## config.mk

```make
export PLATFORM = sky130hd
export DESIGN_NAME = text_line_wrap_paginator_top
export DESIGN_NICKNAME = d
export VERILOG_FILES = /design/src/rtl/tlwp_pkg.sv /design/src/rtl/tlwp_core.sv /design/src/rtl/tlwp_serializer.sv /design/src/rtl/text_line_wrap_paginator_top.sv
export SDC_FILE = /design/constraint.sdc
export NUM_CORES = 1
export LEC_CHECK = 0
export BUFFER_PORTS_ARGS = -buffer_cell sky130_fd_sc_hd__buf_2
export CAP_MARGIN = 20
export CORE_MARGIN = 8
export CORE_UTILIZATION = 44
export CTS_BUF_LIST = sky130_fd_sc_hd__clkbuf_2
export DETAILED_ROUTE_END_ITERATION = 16
export PLACE_DENSITY_LB_ADDON = 0.3
export SLEW_MARGIN = 5
export SYNTH_ARGS = -nofsm -noshare
export SYNTH_HDL_FRONTEND = slang
export SYNTH_SLANG_ARGS = --single-unit
```

## constraint.sdc

```tcl
create_clock -name clk -period 32.1 [get_ports clk]
set_input_delay 3.21 -clock clk [delete_from_list [all_inputs] [get_ports clk]]
set_output_delay 3.21 -clock clk [all_outputs]
set_load 0.02 [all_outputs]
```

## src/rtl/tlwp_pkg.sv

```systemverilog
// tlwp_pkg: beat types, configuration codes and character constants
// shared by the text line wrap paginator modules; no dependencies
`default_nettype none

package tlwp_pkg;

  localparam int unsigned MAX_RESULTS = 4;

  localparam logic [7:0] CH_LF = 8'd10;
  localparam logic [7:0] CH_CR = 8'd13;

  localparam logic CMD_CHAR = 1'b0;
  localparam logic CMD_END  = 1'b1;

  localparam logic CFG_LINE_WIDTH_LIMIT = 1'b0;
  localparam logic CFG_LINES_PER_PAGE   = 1'b1;

  localparam logic [15:0] LINE_WIDTH_LIMIT_RESET = 16'd640;
  localparam logic [7:0]  LINES_PER_PAGE_RESET   = 8'd24;

  typedef struct packed {
    logic       cmd;
    logic [7:0] char_code;
    logic [7:0] glyph_width;
  } in_item_t;

  typedef struct packed {
    logic        is_page_mark;
    logic [7:0]  out_char;
    logic [23:0] page_offset;
    logic        last;
  } out_item_t;

  typedef struct packed {
    logic [15:0] line_width_limit;
    logic [7:0]  lines_per_page;
  } cfg_t;

  typedef out_item_t [MAX_RESULTS-1:0] bundle_t;

endpackage

`default_nettype wire

```

## src/rtl/tlwp_core.sv

```systemverilog
// tlwp_core: input register, wrap and page state, and the per-item result bundle
// depends on tlwp_pkg
`default_nettype none

module tlwp_core #(
  parameter int unsigned OFFSET_BITS = 24
) (
  input  wire logic              clk,
  input  wire logic              rst,
  input  wire logic              in_valid,
  output logic                   in_ready,
  input  wire tlwp_pkg::in_item_t in_data,
  input  wire tlwp_pkg::cfg_t    cfg,
  input  wire logic              ser_free,
  output logic                   load,
  output tlwp_pkg::bundle_t      bundle
);

  localparam int unsigned OB = OFFSET_BITS;

  logic               s1_valid;
  tlwp_pkg::in_item_t s1_item;
  logic               advance;

  logic [16:0]   line_width_sum, line_width_sum_next;
  logic [7:0]    line_count, line_count_next;
  logic [OB-1:0] output_count, output_count_next;
  logic [OB-1:0] break_offset, break_offset_next;
  logic [OB-1:0] last_mark, last_mark_next;
  logic          text_started, text_started_next;

  logic [3:0]    flags;
  logic [OB-1:0] mark_off;
  logic [16:0]   sum;
  logic [2:0]    n;
  tlwp_pkg::out_item_t cand [4];

  function automatic logic [23:0] to_field(input logic [OB-1:0] off);
    logic [OB+23:0] ext;
    ext = {{24{1'b0}}, off};
    return ext[23:0];
  endfunction

  always_comb begin
    text_started_next   = text_started;
    line_width_sum_next = line_width_sum;
    line_count_next     = line_count;
    output_count_next   = output_count;
    break_offset_next   = break_offset;
    last_mark_next      = last_mark;
    flags               = 4'b0000;
    mark_off            = '0;
    sum                 = line_width_sum + {9'b0, s1_item.glyph_width};

    if (!text_started) begin
      flags[0]          = 1'b1;
      last_mark_next    = '0;
      text_started_next = 1'b1;
    end

    if (s1_item.cmd == tlwp_pkg::CMD_END) begin
      flags[3]            = !text_started || (last_mark != output_count);
      mark_off            = output_count;
      text_started_next   = 1'b0;
      line_width_sum_next = '0;
      line_count_next     = '0;
      output_count_next   = '0;
      break_offset_next   = '0;
      last_mark_next      = '0;
    end else begin
      if (s1_item.char_code == tlwp_pkg::CH_LF) begin
        line_width_sum_next = '0;
        line_count_next     = line_count + 8'd1;
        flags[2]            = 1'b1;
        output_count_next   = output_count + OB'(1);
        break_offset_next   = output_count + OB'(1);
      end else if (s1_item.char_code != tlwp_pkg::CH_CR) begin
        flags[2] = 1'b1;
        if (sum > {1'b0, cfg.line_width_limit}) begin
          line_width_sum_next = {9'b0, s1_item.glyph_width};
          line_count_next     = line_count + 8'd1;
          flags[1]            = 1'b1;
          break_offset_next   = output_count + OB'(1);
          output_count_next   = output_count + OB'(2);
        end else begin
          line_width_sum_next = sum;
          output_count_next   = output_count + OB'(1);
        end
      end
      if (line_count_next >= cfg.lines_per_page) begin
        line_count_next = '0;
        flags[3]        = 1'b1;
        mark_off        = break_offset_next;
        last_mark_next  = break_offset_next;
      end
    end
  end

  // candidates in emission order: opening mark, inserted break, character, page mark
  always_comb begin
    cand[0] = '{is_page_mark: 1'b1, out_char: 8'd0, page_offset: 24'd0, last: 1'b0};
    cand[1] = '{is_page_mark: 1'b0, out_char: tlwp_pkg::CH_LF, page_offset: 24'd0,
                last: 1'b0};
    cand[2] = '{is_page_mark: 1'b0, out_char: s1_item.char_code, page_offset: 24'd0,
                last: 1'b0};
    cand[3] = '{is_page_mark: 1'b1, out_char: 8'd0, page_offset: to_field(mark_off),
                last: 1'b0};
  end

  always_comb begin
    bundle = '0;
    n      = 3'd0;
    for (int k = 0; k < 4; k++) begin
      if (flags[k]) begin
        bundle[n[1:0]] = cand[k];
        n = n + 3'd1;
      end
    end
    if (n != 3'd0) begin
      bundle[n[1:0] - 2'd1].last = 1'b1;
    end
  end

  assign advance  = s1_valid && (ser_free || (n == 3'd0));
  assign load     = s1_valid && ser_free && (n != 3'd0);
  assign in_ready = !s1_valid || advance;

  always_ff @(posedge clk) begin
    if (rst) begin
      s1_valid       <= 1'b0;
      text_started   <= 1'b0;
      line_width_sum <= '0;
      line_count     <= '0;
      output_count   <= '0;
      break_offset   <= '0;
      last_mark      <= '0;
    end else begin
      if (in_ready) begin
        s1_valid <= in_valid;
      end
      if (advance) begin
        text_started   <= text_started_next;
        line_width_sum <= line_width_sum_next;
        line_count     <= line_count_next;
        output_count   <= output_count_next;
        break_offset   <= break_offset_next;
        last_mark      <= last_mark_next;
      end
    end
  end

  always_ff @(posedge clk) begin
    if (in_ready && in_valid) begin
      s1_item <= in_data;
    end
  end

endmodule

`default_nettype wire

```

## src/rtl/tlwp_serializer.sv

```systemverilog
// tlwp_serializer: result register that hands out a bundle one beat at a time
// depends on tlwp_pkg
`default_nettype none

module tlwp_serializer (
  input  wire logic               clk,
  input  wire logic               rst,
  input  wire logic               load,
  input  wire tlwp_pkg::bundle_t  bundle,
  output logic                    ser_free,
  output logic                    out_valid,
  input  wire logic               out_ready,
  output tlwp_pkg::out_item_t     out_data
);

  logic              b_valid;
  tlwp_pkg::bundle_t entries;
  logic [1:0]        idx;
  logic              beat_done;

  assign out_valid = b_valid;
  assign out_data  = entries[idx];
  assign beat_done = b_valid && out_ready;
  assign ser_free  = !b_valid || (beat_done && out_data.last);

  always_ff @(posedge clk) begin
    if (rst) begin
      b_valid <= 1'b0;
      idx     <= '0;
    end else if (load) begin
      b_valid <= 1'b1;
      idx     <= '0;
    end else if (beat_done) begin
      if (out_data.last) begin
        b_valid <= 1'b0;
      end else begin
        idx <= idx + 2'd1;
      end
    end
  end

  always_ff @(posedge clk) begin
    if (load) begin
      entries <= bundle;
    end
  end

endmodule

`default_nettype wire

```

## src/rtl/text_line_wrap_paginator_top.sv

```systemverilog
// text_line_wrap_paginator_top: configuration registers, core and serializer
// depends on tlwp_pkg, tlwp_core, tlwp_serializer
//
//   channel  signals                              beat
//   in       in_valid in_ready in_data             one character or end item
//   out      out_valid out_ready out_data          one character or page mark
//   cfg      cfg_valid cfg_ready cfg_index cfg_data one register write
//
// an item passes the input register and is turned combinationally into up to four results;
// the output register then sends one result per cycle while out_ready is high
// the input register frees, and takes the next item, in the cycle the last result of the
// item ahead of it is sent; an item with no result leaves the input register at once
// reset clears the text state and the configuration to its defaults; cfg_ready stays high
// a stall on out holds the current result and, once the input register is full, in_ready low
`default_nettype none

module text_line_wrap_paginator_top #(
  parameter int unsigned OFFSET_BITS = 24
) (
  input  wire logic                clk,
  input  wire logic                rst,
  input  wire logic                in_valid,
  output logic                     in_ready,
  input  wire tlwp_pkg::in_item_t  in_data,
  output logic                     out_valid,
  input  wire logic                out_ready,
  output tlwp_pkg::out_item_t      out_data,
  input  wire logic                cfg_valid,
  output logic                     cfg_ready,
  input  wire logic                cfg_index,
  input  wire logic [15:0]         cfg_data
);

  tlwp_pkg::cfg_t    cfg;
  tlwp_pkg::bundle_t bundle;
  logic              load;
  logic              ser_free;

  assign cfg_ready = 1'b1;

  always_ff @(posedge clk) begin
    if (rst) begin
      cfg.line_width_limit <= tlwp_pkg::LINE_WIDTH_LIMIT_RESET;
      cfg.lines_per_page   <= tlwp_pkg::LINES_PER_PAGE_RESET;
    end else if (cfg_valid && cfg_ready) begin
      unique case (cfg_index)
        tlwp_pkg::CFG_LINE_WIDTH_LIMIT: cfg.line_width_limit <= cfg_data;
        tlwp_pkg::CFG_LINES_PER_PAGE:   cfg.lines_per_page   <= cfg_data[7:0];
        default: ;
      endcase
    end
  end

  tlwp_core #(
    .OFFSET_BITS (OFFSET_BITS)
  ) u_core (
    .clk      (clk),
    .rst      (rst),
    .in_valid (in_valid),
    .in_ready (in_ready),
    .in_data  (in_data),
    .cfg      (cfg),
    .ser_free (ser_free),
    .load     (load),
    .bundle   (bundle)
  );

  tlwp_serializer u_ser (
    .clk       (clk),
    .rst       (rst),
    .load      (load),
    .bundle    (bundle),
    .ser_free  (ser_free),
    .out_valid (out_valid),
    .out_ready (out_ready),
    .out_data  (out_data)
  );

endmodule

`default_nettype wire

```

# Word-level counts from Yosys, hierarchy flattened
# Cells that the tools add are included.
[op_classes] n_reduce_logical=29 eq_ne=4 n_mux=56 n_lt_le_gt_ge=11 n_addsub=9 bitwise=5
[ops] cell="$mux W136" count=4
[ops] cell="$bwmux W136" count=3
[ops] cell="$mux W24" count=13
[ops] cell="$demux W34 S2" count=4
[ops] cell="$mux W34" count=5
[ops] cell="$and A32 B128 Y128" count=1
[ops] cell="$not A128 Y128" count=1
[ops] cell="$bmux W34 S2" count=1
[ops] cell="$mux W17" count=4
[ops] cell="$mux W8" count=6
[ops] cell="$add A24 B1 Y24 const B" count=1
[ops] cell="$add A24 B2 Y24 const B" count=1
[ops] cell="$ne A24 B24 Y1" count=1
[ops] cell="$add A17 B8 Y17" count=1
[ops] cell="$gt A17 B16 Y1" count=1
[ops] cell="$lt A2 B3 Y1 const B" count=4
[ops] cell="$reduce_and A2 Y1" count=6
[ops] cell="$mux W1" count=11
[ops] cell="$logic_and A1 B1 Y1" count=10
[ops] cell="$mux W3" count=3
[ops] cell="$add A8 B1 Y8 const B" count=1
[ops] cell="$eq A8 B4 Y1 const B" count=1
[ops] cell="$ge A8 B8 Y1" count=1
[ops] cell="$ne A8 B4 Y1 const B" count=1
[ops] cell="other kinds (17)" count=29
[word_totals] reg_bits=279 word_cells=144 output_inout_bits=37

# Longest topological paths before layout
# Gate-level depths: netlist (run 1).
[depth] depth_word=18 ltp_mapped=33 depth_no_buf=30

# Modules after synthesis
# Synthesis (run 1) repeated with hierarchy kept, for this count alone.
[hier_totals] hier_cells=1445 hier_area_um2=14956.8
[by_module_without_submodules] mod="tlwp_core" cells_each=1149 area_each_um2=8886.0 n_inst=1
[by_module_without_submodules] mod="tlwp_serializer" cells_each=195 area_each_um2=5024.8 n_inst=1
[by_module_without_submodules] mod="text_line_wrap_paginator_top" cells_each=101 area_each_um2=1046.0 n_inst=1

# Worst setup path after synthesis (run 1)
# Ideal clock, no wire load.
[synth_timing] kind="register to register" startpoint="register u_core.s1_item[2] in the netlist's numbering" endpoint="register u_ser.entries[0] in the netlist's numbering (enable)" path_slack_ps=20418 synth_period_minus_slack_ps=11682 stages_incl_launch_ff=26 arrival_ps=11046 path_buffers=2 cell_sequence="edfxtp_1 ha_1 and2_1 a22o_1 o41a_1 a21oi_1 xnor2_1 ha_1 o21ai_0 nor2_1 a2111o_1 a2111oi_2 o211a_1 nor2_1 clkbuf_1 nand2_1 inv_1 ha_1 buf_1 xor2_1 ha_1 nor3_1 mux2i_1 o31a_1 nand2_1 nor2_1"
[synth_via] elab_chain_len=13 elab_cells_between_ends=20 classes_between="3 x add/sub; 2 x order compare; 13 x mux; 2 x reduce/logical"
[synth_rtl] item="start: declaration" line_no="tlwp_core.sv:22" rtl="tlwp_pkg::in_item_t s1_item;"
[synth_rtl] item="start signal: assignment" line_no="tlwp_core.sv:154" rtl="s1_item <= in_data;"
[synth_rtl] item="$add A17 B8 Y17 (*)" line_no="tlwp_core.sv:53" rtl="sum = line_width_sum + {9'b0, s1_item.glyph_width};"
[synth_rtl] item="$gt A17 B16 Y1 (*)" line_no="tlwp_core.sv:79" rtl="if (sum > {1'b0, cfg.line_width_limit}) begin"
[synth_rtl] item="$mux W1" line_no="tlwp_core.sv:79"
[synth_rtl] item="$mux W2" line_no="tlwp_core.sv:77" rtl="end else if (s1_item.char_code != tlwp_pkg::CH_CR) begin"
[synth_rtl] item="$mux W1" line_no="tlwp_core.sv:71" rtl="if (s1_item.char_code == tlwp_pkg::CH_LF) begin"
[synth_rtl] item="$mux W2" line_no="tlwp_core.sv:61" rtl="if (s1_item.cmd == tlwp_pkg::CMD_END) begin"
[synth_rtl] item="$mux W3" line_no="tlwp_core.sv:114" rtl="if (flags[k]) begin"
[synth_rtl] item="$add A3 B1 Y3" line_no="tlwp_core.sv:116" rtl="n = n + 3'd1;"
[synth_rtl] item="$mux W3" line_no="tlwp_core.sv:114"
[synth_rtl] item="$add A3 B1 Y3" line_no="tlwp_core.sv:116"
[synth_rtl] item="$mux W3 (*)" line_no="tlwp_core.sv:114"
[synth_rtl] item="$reduce_bool A3 Y1 (*)" line_no="tlwp_core.sv:125" rtl="assign load = s1_valid && ser_free && (n != 3'd0);"
[synth_rtl] item="$logic_and A1 B1 Y1 (*)" line_no="tlwp_core.sv:125"
[synth_rtl] item="named net load" line_no="text_line_wrap_paginator_top.sv:36" rtl="logic load;"
[synth_rtl] item="end signal: assignment" line_no="tlwp_serializer.sv:44" rtl="entries <= bundle;"
[synth_rtl] item="end: declaration" line_no="tlwp_serializer.sv:17" rtl="tlwp_pkg::bundle_t entries;"
# The timed path passes the listed nets; every way through them passes the cells marked *. The select of a mux whose other input is x is not followed.
# A chain may end at the register's enable or synchronous reset.

# Worst setup path in the final report (run 1)
[layout_timing] startpoint="register u_core.s1_item[0] in the netlist's numbering" endpoint="output port in_ready"
[layout_via] elab_chain_len=15 elab_cells_between_ends=22 classes_between="3 x add/sub; 2 x order compare; 13 x mux; 4 x reduce/logical"
[layout_rtl] item="$add A17 B8 Y17 (*)" line_no="tlwp_core.sv:53"
[layout_rtl] item="$gt A17 B16 Y1 (*)" line_no="tlwp_core.sv:79"
[layout_rtl] item="$mux W1" line_no="tlwp_core.sv:79"
[layout_rtl] item="$mux W2" line_no="tlwp_core.sv:77"
[layout_rtl] item="$mux W1" line_no="tlwp_core.sv:71"
[layout_rtl] item="$mux W2" line_no="tlwp_core.sv:61"
[layout_rtl] item="$mux W3" line_no="tlwp_core.sv:114"
[layout_rtl] item="$add A3 B1 Y3" line_no="tlwp_core.sv:116"
[layout_rtl] item="$mux W3" line_no="tlwp_core.sv:114"
[layout_rtl] item="$add A3 B1 Y3" line_no="tlwp_core.sv:116"
[layout_rtl] item="$mux W3 (*)" line_no="tlwp_core.sv:114"
[layout_rtl] item="$logic_not A3 Y1 (*)" line_no="tlwp_core.sv:124" rtl="assign advance = s1_valid && (ser_free || (n == 3'd0));"
[layout_rtl] item="$logic_or A1 B1 Y1 (*)" line_no="tlwp_core.sv:124"
[layout_rtl] item="$logic_and A1 B1 Y1 (*)" line_no="tlwp_core.sv:124"
[layout_rtl] item="$logic_or A1 B1 Y1 (*)" line_no="tlwp_core.sv:126" rtl="assign in_ready = !s1_valid || advance;"
[layout_rtl] item="end: declaration" line_no="text_line_wrap_paginator_top.sv:23" rtl="output logic in_ready,"
# Every way passes the cells marked *; elsewhere a longest branch is shown, timed or not. The select of a mux whose other input is x is not followed.

==> results.cfg, run 1 <==
[worst_setup_path]
cp_common_cell = ha_1
path_buf_inv = 4
slowest_delay_ns = 0.61
cp-end-kind = output port
critPathMaxFanout = 15
start_kind = register
required_ns = 28.89
cp_slowest_cell = o211a_1
critPathKind = register to output port
crit_family = compound AO/OA/AOI/OAI gates
cp.arrival_ns = 7.60

[synth]
yosys_warnings = 0
ys_ff_latch = 279
synthAdderAreaFrac = 0.0393
syn_nets = 1476
synth_cell_types = 76
ys_top_cells_by_area = edfxtp_1 (32%), dfxtp_1 (18%), mux4_2 (5.4%)
yosys.area.top_type = edfxtp_1
yosysSeqAreaShare = 0.501
avgSynthCellArea_um2 = 10.2
synth_xor_area_frac = 0.0437
synthMuxAreaShare = 0.0738
synth_top_area_share = 0.323
synth_top_family_by_area = simple AND/OR/NAND/NOR gates
async_flop_share = 0
yosys.area_share.simple = 0.172
synth_compound_area_frac = 0.129
ys.flop_type = edfxtp_1
netlist_top_cells_count = nor2_1 (158), nand2_1 (157), edfxtp_1 (153), dfxtp_1 (126), a21oi_1 (84)
syn_area_um2 = 14200
synth_edf_count = 153
yosysMostFrequentCell = nor2_1
syn_inst = 1393

[die]
die_w_um = 196
core_area_um2 = 32200
rows = 66
die_area_um2 = 38300
fp.dieH_um = 196
start_util = 0.441
num_io_pins = 76

[cts]
holdBufCountCts = 0
cts.path.max_buffers = 3
htreeDepth = 3
cts.repair.resized = 0
cts_root_buf = clkbuf_2
clock_latency_ns = 0.87
clk_pin_slew_ns = 0.08
cts_made_buffers = 75
cts_sinks = 279
cts_tree = yes
postCtsSetupBuffers = 0

[global_routing]
grt_overflow = 0
grt_pass1_wl_mm = 54.8
grtUsageTotal = 0.175
antenna_found_initial = 1
grt_pass1_vias = 10700
grt_max_degree = 90

[final_layout]
finalNetCount = 1553
syn_to_final_growth_pct = 9.67
fin_util = 0.484
drive_gt1_frac = 0.183

[sta]
tightest_slew_ns = 1.08
fmax_ghz = 0.0925
hold_viol_final = 0
setup_tns_ns = 0
rsz0062_at_grt = no
fin_crit_ns = 10.81
skew_ns = 0.0668
period_share = 0.337
slew_viol_final = 0
fin_hold_ws_ns = 0.461
relSlewSlack = 0.275
setup_viol = 0

[run]
cap_violations = 0

[placement]
hpwl_mm = 22.8
place.gp.congestion = 0.841
io_buffers = 74

[routing]
route.detailed.drc = 0
routed_wl_mm = 33.8
viasPerCell = 5.55
drtIter0Drc = 574
drtPass1Iterations = 5
wl_per_cell_um = 17.4
drt.antenna.violating_nets = 0
vias = 10800

[worst_hold_path]
hold_class = register to register

[power_and_ir_drop]
leakage_nw = 5.66
ir_drop_v = 0.0000244
power_density_nw_per_um2 = 47.2

[run_status]
run_status = completed
## layer usage
| layer | vias to the layer above | routed length (um) | global-route usage |
|---|---|---|---|
| met3 | 67 | 2050 | 0.0374 |
| met4 | 0 | 680 | 0.0688 |
| met1 | 5158 | 14700 | 0.217 |
| met5 | - | 0 | 0 |
| met2 | 310 | 16300 | 0.295 |
| li1 | 5240 | - | - |
## worst min-delay path, stage by stage, from the launching register on
cell	delay, ns
dfxtp_1	0.31
nand2_1	0.05
a21oi_1	0.05
## final timing paths
path / start / endpoint / slack [ns] / cells past startpoint
setup / recovery: u_core.s1_item[0] / in_ready / 21.29 / 26
hold / removal: cfg[2] / cfg[2] / 0.46 / 2
setup reg to reg: u_core.s1_item[0] / u_core.output_count[17] / 23.62 / 29
hold reg to reg: cfg[2] / cfg[2] / 0.46 / 2
## cell families (layout without fill, tap and decap cells)
family,count (synthesis),in the layout
AND/OR/NAND/NOR,514,514
AO/OA/AOI/OAI,283,283
flip-flops,279,279
buffers and inverters,140,279
XOR/XNOR,70,70
multiplexers,62,62
adder cells (fa/ha/maj),44,44
other,1,2
## cell usage in the layout (no fill, tap or decap), types with 17 or more instances in the layout
| cell type | count |
|---|---|
| a21oi_1 | 84 |
| a22o_1 | 18 |
| and2_1 | 28 |
| and3_1 | 29 |
| buf_2 | 74 |
| clkbuf_2 | 115 |
| clkinv_1 | 18 |
| dfxtp_1 | 125 |
| edfxtp_1 | 153 |
| ha_1 | 43 |
| inv_1 | 47 |
| mux2i_1 | 25 |
| mux4_2 | 34 |
| nand2_1 | 157 |
| nand3_1 | 32 |
| nand4_1 | 26 |
| nor2_1 | 157 |
| nor3_1 | 17 |
| o21ai_0 | 76 |
| o31a_1 | 18 |
| xnor2_1 | 43 |
| xor2_1 | 26 |
## flip-flops by register name, indices dropped and copies added (netlist names)
register / flops
u_core.cand: 8
cfg: 24
u_core.last_mark: 24
u_core.break_offset: 24
u_ser.idx: 2
u_core.output_count: 24
u_core.line_width_sum: 17
u_ser.entries: 136
u_core.line_count: 8
u_ser.out_valid: 1
u_core.s1_item: 9
u_core.text_started: 1
u_core.s1_valid: 1
## stage by stage
step	instances	setup slack [ns]	instance area [um2]	total power [mW]
6_report	1941	21.29	15600	0.735
5_1_grt	1941	20.55	15600	0.774
4_1_cts	1939	21.18	15600	0.746
3_5_place_dp	1800	22.14	14900	0.493
3_3_place_gp	1798	22.44	14800	0.490
2_1_floorplan	1393	20.42	14200	0.470
## power breakdown
part           internal (mW)  switching, mW  total [mW]
registers              0.395        0.00704       0.402
logic                 0.0282         0.0550      0.0832
clock network          0.104          0.147       0.250
## final cells by class
type                       instances  area [um2]
fill                            3027       16600
sequential                       279        7120
multi-input combinational        974        6540
clock buffer                     115         576
timing repair buffer              92         541
tap                              408         510
inverter                          48         180
clock inverter                    24         123
antenna                            1        2.50
Power figures use the tool's default switching activity.
==> run 2, diff against run 1 <==
==> constraint.sdc (replaced) <==
create_clock -name clk -period 10.57 [get_ports clk]
set_input_delay 1.057 -clock clk [delete_from_list [all_inputs] [get_ports clk]]
set_output_delay 1.057 -clock clk [all_outputs]
set_load 0.02 [all_outputs]
==> results.cfg, run 2 (synthesis gave the netlist of run 1 again) <==
[cts]
postCtsSetupBuffers = 0
cts_sinks = 279
cts.repair.resized = 0
cts_root_buf = clkbuf_2
cts_made_buffers = 73
holdBufCountCts = 0
cts_tree = yes
cts.path.max_buffers = 3
htreeDepth = 3
clk_pin_slew_ns = 0.11
clock_latency_ns = 0.90

[sta]
fin_hold_ws_ns = 0.357
setup_tns_ns = 0
slew_viol_final = 0
setup_viol = 0
rsz0062_at_grt = no
worst_slack_ns = 1.89
relSlewSlack = 0.257
skew_ns = 0.0737
tightest_slew_ns = 1.11
hold_viol_final = 0
fmax_ghz = 0.115
fin_crit_ns = 8.68
period_share = 0.821

[routing]
routed_wl_mm = 34.4
drtPass1Iterations = 5
drtIter0Drc = 763
viasPerCell = 5.61
vias = 10800
route.detailed.drc = 0
wl_per_cell_um = 17.8
drt.antenna.violating_nets = 0

[global_routing]
grt_pass1_vias = 10900
grt_pass1_wl_mm = 56.6
grt_overflow = 0
antenna_found_initial = 2
grt_max_degree = 73
grtUsageTotal = 0.180

[power_and_ir_drop]
leakage_nw = 5.62
power_density_nw_per_um2 = 145
ir_drop_v = 0.0000687

[worst_setup_path]
cp_slowest_cell = o211a_1
crit_family = compound AO/OA/AOI/OAI gates
required_ns = 9.51
critPathMaxFanout = 15
cp.arrival_ns = 7.62
path_buf_inv = 2
slowest_delay_ns = 0.60
rrSetupSlack_ns = 2.24
start_kind = register
cp-end-kind = output port
critPathKind = register to output port
cp_common_cell = ha_1

[final_layout]
n_fill_cell = 3007
drive_gt1_frac = 0.178
final_cell_mix = nand2_1 (157), nor2_1 (157), edfxtp_1 (153)
syn_to_final_growth_pct = 9.38
regMostFlops = u_ser.entries
finalNetCount = 1549
largest_reg_flops = 136
postLayoutCellArea_um2 = 15500
fin_util = 0.483

[placement]
hpwl_mm = 23.3
preCtsSetupSlack_ns = 2.27
io_buffers = 74
place.gp.congestion = 0.877
placed_area_um2 = 14800

[die]
start_util = 0.441
die_area_um2 = 38300
core_area_um2 = 32200
fp.dieH_um = 196
die_w_um = 196
num_io_pins = 76
rows = 66

[run]
cap_violations = 0

[run_status]
run_status = completed

[worst_hold_path]
hold_class = input port to register
## run 2: cell count changes in the layout (fill, tap and decap cells not counted), moves of 2 or more
cell / delta
bufinv_16: +2
clkbuf_2: -9
clkinv_1: -4
diode_2: +3
buf_8: -2
inv_2: -2
## run 2: area by class of cell
type | instances | area (um2) | area share
Multi-Input combinational cell | 974 | 6540 | 0.421
Clock buffer | 106 | 531 | 0.0341
Tap cell | 408 | 510 | 0.0328
Sequential cell | 279 | 7120 | 0.458
Antenna cell | 4 | 10.0 | 0.000644
Timing Repair Buffer | 90 | 494 | 0.0318
Inverter | 48 | 180 | 0.0116
Clock inverter | 21 | 165 | 0.0106
## run 2: final timing paths
path	endpoint	from	depth (start not counted)
max	in_ready	u_core.s1_item[2]	25
min	u_core.cand[59]	in_data[8]	1
max reg2reg	u_core.output_count[17]	u_core.s1_item[2]	28
min reg2reg	cfg[5]	cfg[5]	2
## run 2: power breakdown
part / internal (mW) / switching, mW / total, mW
registers: 1.20 / 0.0221 / 1.22
clock network: 0.340 / 0.445 / 0.786
logic: 0.0827 / 0.167 / 0.249
## run 2: metrics by stage
step | instances | total power [mW]
2_1_floorplan | 1393 | 1.42
3_3_place_gp | 1798 | 1.49
3_5_place_dp | 1798 | 1.50
4_1_cts | 1925 | 2.28
5_1_grt | 1928 | 2.38
6_report | 1930 | 2.26
## run 2: metal layers
layer,vias to the layer above,track usage,part of all wire
met4,0,0.0707,0.027
met2,301,0.303,0.48
li1,5225,-,-
met5,-,0,0
met3,71,0.0362,0.053
met1,5235,0.225,0.44
==> run 3, diff against run 2 <==
==> constraint.sdc (replaced) <==
create_clock -name clk -period 8.85 [get_ports clk]
set_input_delay 0.885 -clock clk [delete_from_list [all_inputs] [get_ports clk]]
set_output_delay 0.885 -clock clk [all_outputs]
set_load 0.02 [all_outputs]
==> results.cfg, run 3 (synthesis gave the netlist of run 1 again) <==
[run_status]
run_status = completed

[global_routing]
antenna_found_initial = 2
grt_overflow = 0
grt_pass1_vias = 10700
grt_max_degree = 58
grt_pass1_wl_mm = 55.3
grtUsageTotal = 0.176

[sta]
worst_slack_ns = 0.799
relSlewSlack = 0.232
tightest_slew_ns = 1.15
setup_tns_ns = 0
hold_viol_final = 0
slew_viol_final = 0
skew_ns = 0.0563
period_share = 0.910
fin_crit_ns = 8.05
fmax_ghz = 0.124
rsz0062_at_grt = no
setup_viol = 0

[final_layout]
largest_reg_flops = 136
syn_to_final_growth_pct = 10.1
finalNetCount = 1557
seqCellArea_um2 = 7120
n_fill_cell = 3025
final_cell_mix = nand2_1 (157), nor2_1 (157), edfxtp_1 (153)
regMostFlops = u_ser.entries
multiInputGateArea_um2 = 6540
fin_util = 0.486
drive_gt1_frac = 0.186

[routing]
vias = 10700
route.detailed.drc = 0
met3_length_mm = 2.07
drt.antenna.violating_nets = 0
drtPass1Iterations = 6
wl_per_cell_um = 17.4
met1Wirelength_mm = 14.7
routed.top_layer = met4
wl_met2_mm = 16.3
viasPerCell = 5.51
drtIter0Drc = 605
routed_wl_mm = 33.9

[die]
rows = 66
fp.dieH_um = 196
core_area_um2 = 32200
num_io_pins = 76
die_w_um = 196
die_area_um2 = 38300
start_util = 0.441

[power_and_ir_drop]
power_density_nw_per_um2 = 172
ir_drop_v = 0.0000788
leakage_nw = 5.69

[cts]
clk_pin_slew_ns = 0.08
cts_root_buf = clkbuf_2
postCtsSetupBuffers = 0
htreeDepth = 3
cts_tree = yes
cts.repair.resized = 0
cts_made_buffers = 74
cts.path.max_buffers = 3
cts_sinks = 279
clock_latency_ns = 0.87
holdBufCountCts = 0

[placement]
place.gp.congestion = 0.852
hpwl_mm = 23.3
io_buffers = 74
preCtsSetupSlack_ns = 1.31

[run]
cap_violations = 0

[worst_setup_path]
critPathKind = register to output port
startpoint = u_core.s1_item[3]
start_kind = register
cp-end-kind = output port
required_ns = 7.97
cp.arrival_ns = 7.17
r2r_cells = 29
endpoint = in_ready
critPathMaxFanout = 15
crit-reg2reg-launch = u_core.s1_item[3]
rrSetupSlack_ns = 1.28
timing.rr.end = u_core.last_mark[11]

[worst_hold_path]
hold_class = input port to register
[run 3: area by class of cell]
class	instances	share of cell area
Timing Repair Buffer	97	0.0373
Clock buffer	116	0.0371
Sequential cell	279	0.455
Clock inverter	20	0.00847
Multi-Input combinational cell	974	0.418
Antenna cell	2	0.000320
Inverter	48	0.0115
Tap cell	408	0.0326
[run 3: routing by layer]
metal  track usage  vias to the layer above
met5             0                        -
met4        0.0677                        0
met3        0.0387                       63
met2         0.298                      299
met1         0.218                     5107
li1              -                     5250
[run 3: metrics by stage]
step                hold WS [ns]  area [um2]  power (mW)  cells
floorplan                  0.432       14200        1.70   1393
global placement           0.445       14900        1.78   1804
detailed placement         0.448       14900        1.79   1804
CTS                       0.0892       15600        2.73   1940
global route               0.109       15700        2.83   1944
finish                     0.198       15700        2.70   1944
[run 3: worst min path at each step]
stage,startpoint,endpoint,slack [ns],cells after the start
6_report,in_data[3],u_core.s1_item[3],0.20,1
3_3_place_gp,u_core.line_width_sum[0],u_core.line_width_sum[0],0.44,2
2_1_floorplan,u_core.line_width_sum[0],u_core.line_width_sum[0],0.43,2
4_1_cts,in_data[3],u_core.s1_item[3],0.09,1
5_1_grt,in_data[3],u_core.s1_item[3],0.11,1
3_5_place_dp,cfg[5],cfg[5],0.45,2
[run 3: where the power goes]
| part | switching (mW) | internal [mW] | leakage [nW] |
|---|---|---|---|
| Combinational | 0.199 | 0.104 | 2.70 |
| Sequential | 0.0265 | 1.43 | 2.45 |
| Clock | 0.532 | 0.404 | 0.545 |
[run 3: worst max-delay path, stage by stage (launching register included)]
cell	delay (ns)
edfxtp_1	0.39
ha_1	0.34
and2_1	0.16
a22o_1	0.22
o41a_1	0.34
nand4_1	0.10
nand3_1	0.21
nand3_1	0.21
xnor2_1	0.10
ha_1	0.21
a211o_1	0.27
o211ai_1	0.10
a21oi_1	0.11
a2111oi_2	0.43
o211a_1	0.19
buf_4	0.24
nor2_1	0.06
buf_4	0.19
nand2_1	0.12
inv_1	0.08
ha_1	0.45
xor2_1	0.44
ha_1	0.36
nor3b_1	0.20
mux2i_1	0.13
o31a_1	0.34
nand3_1	0.12
buf_2	0.18
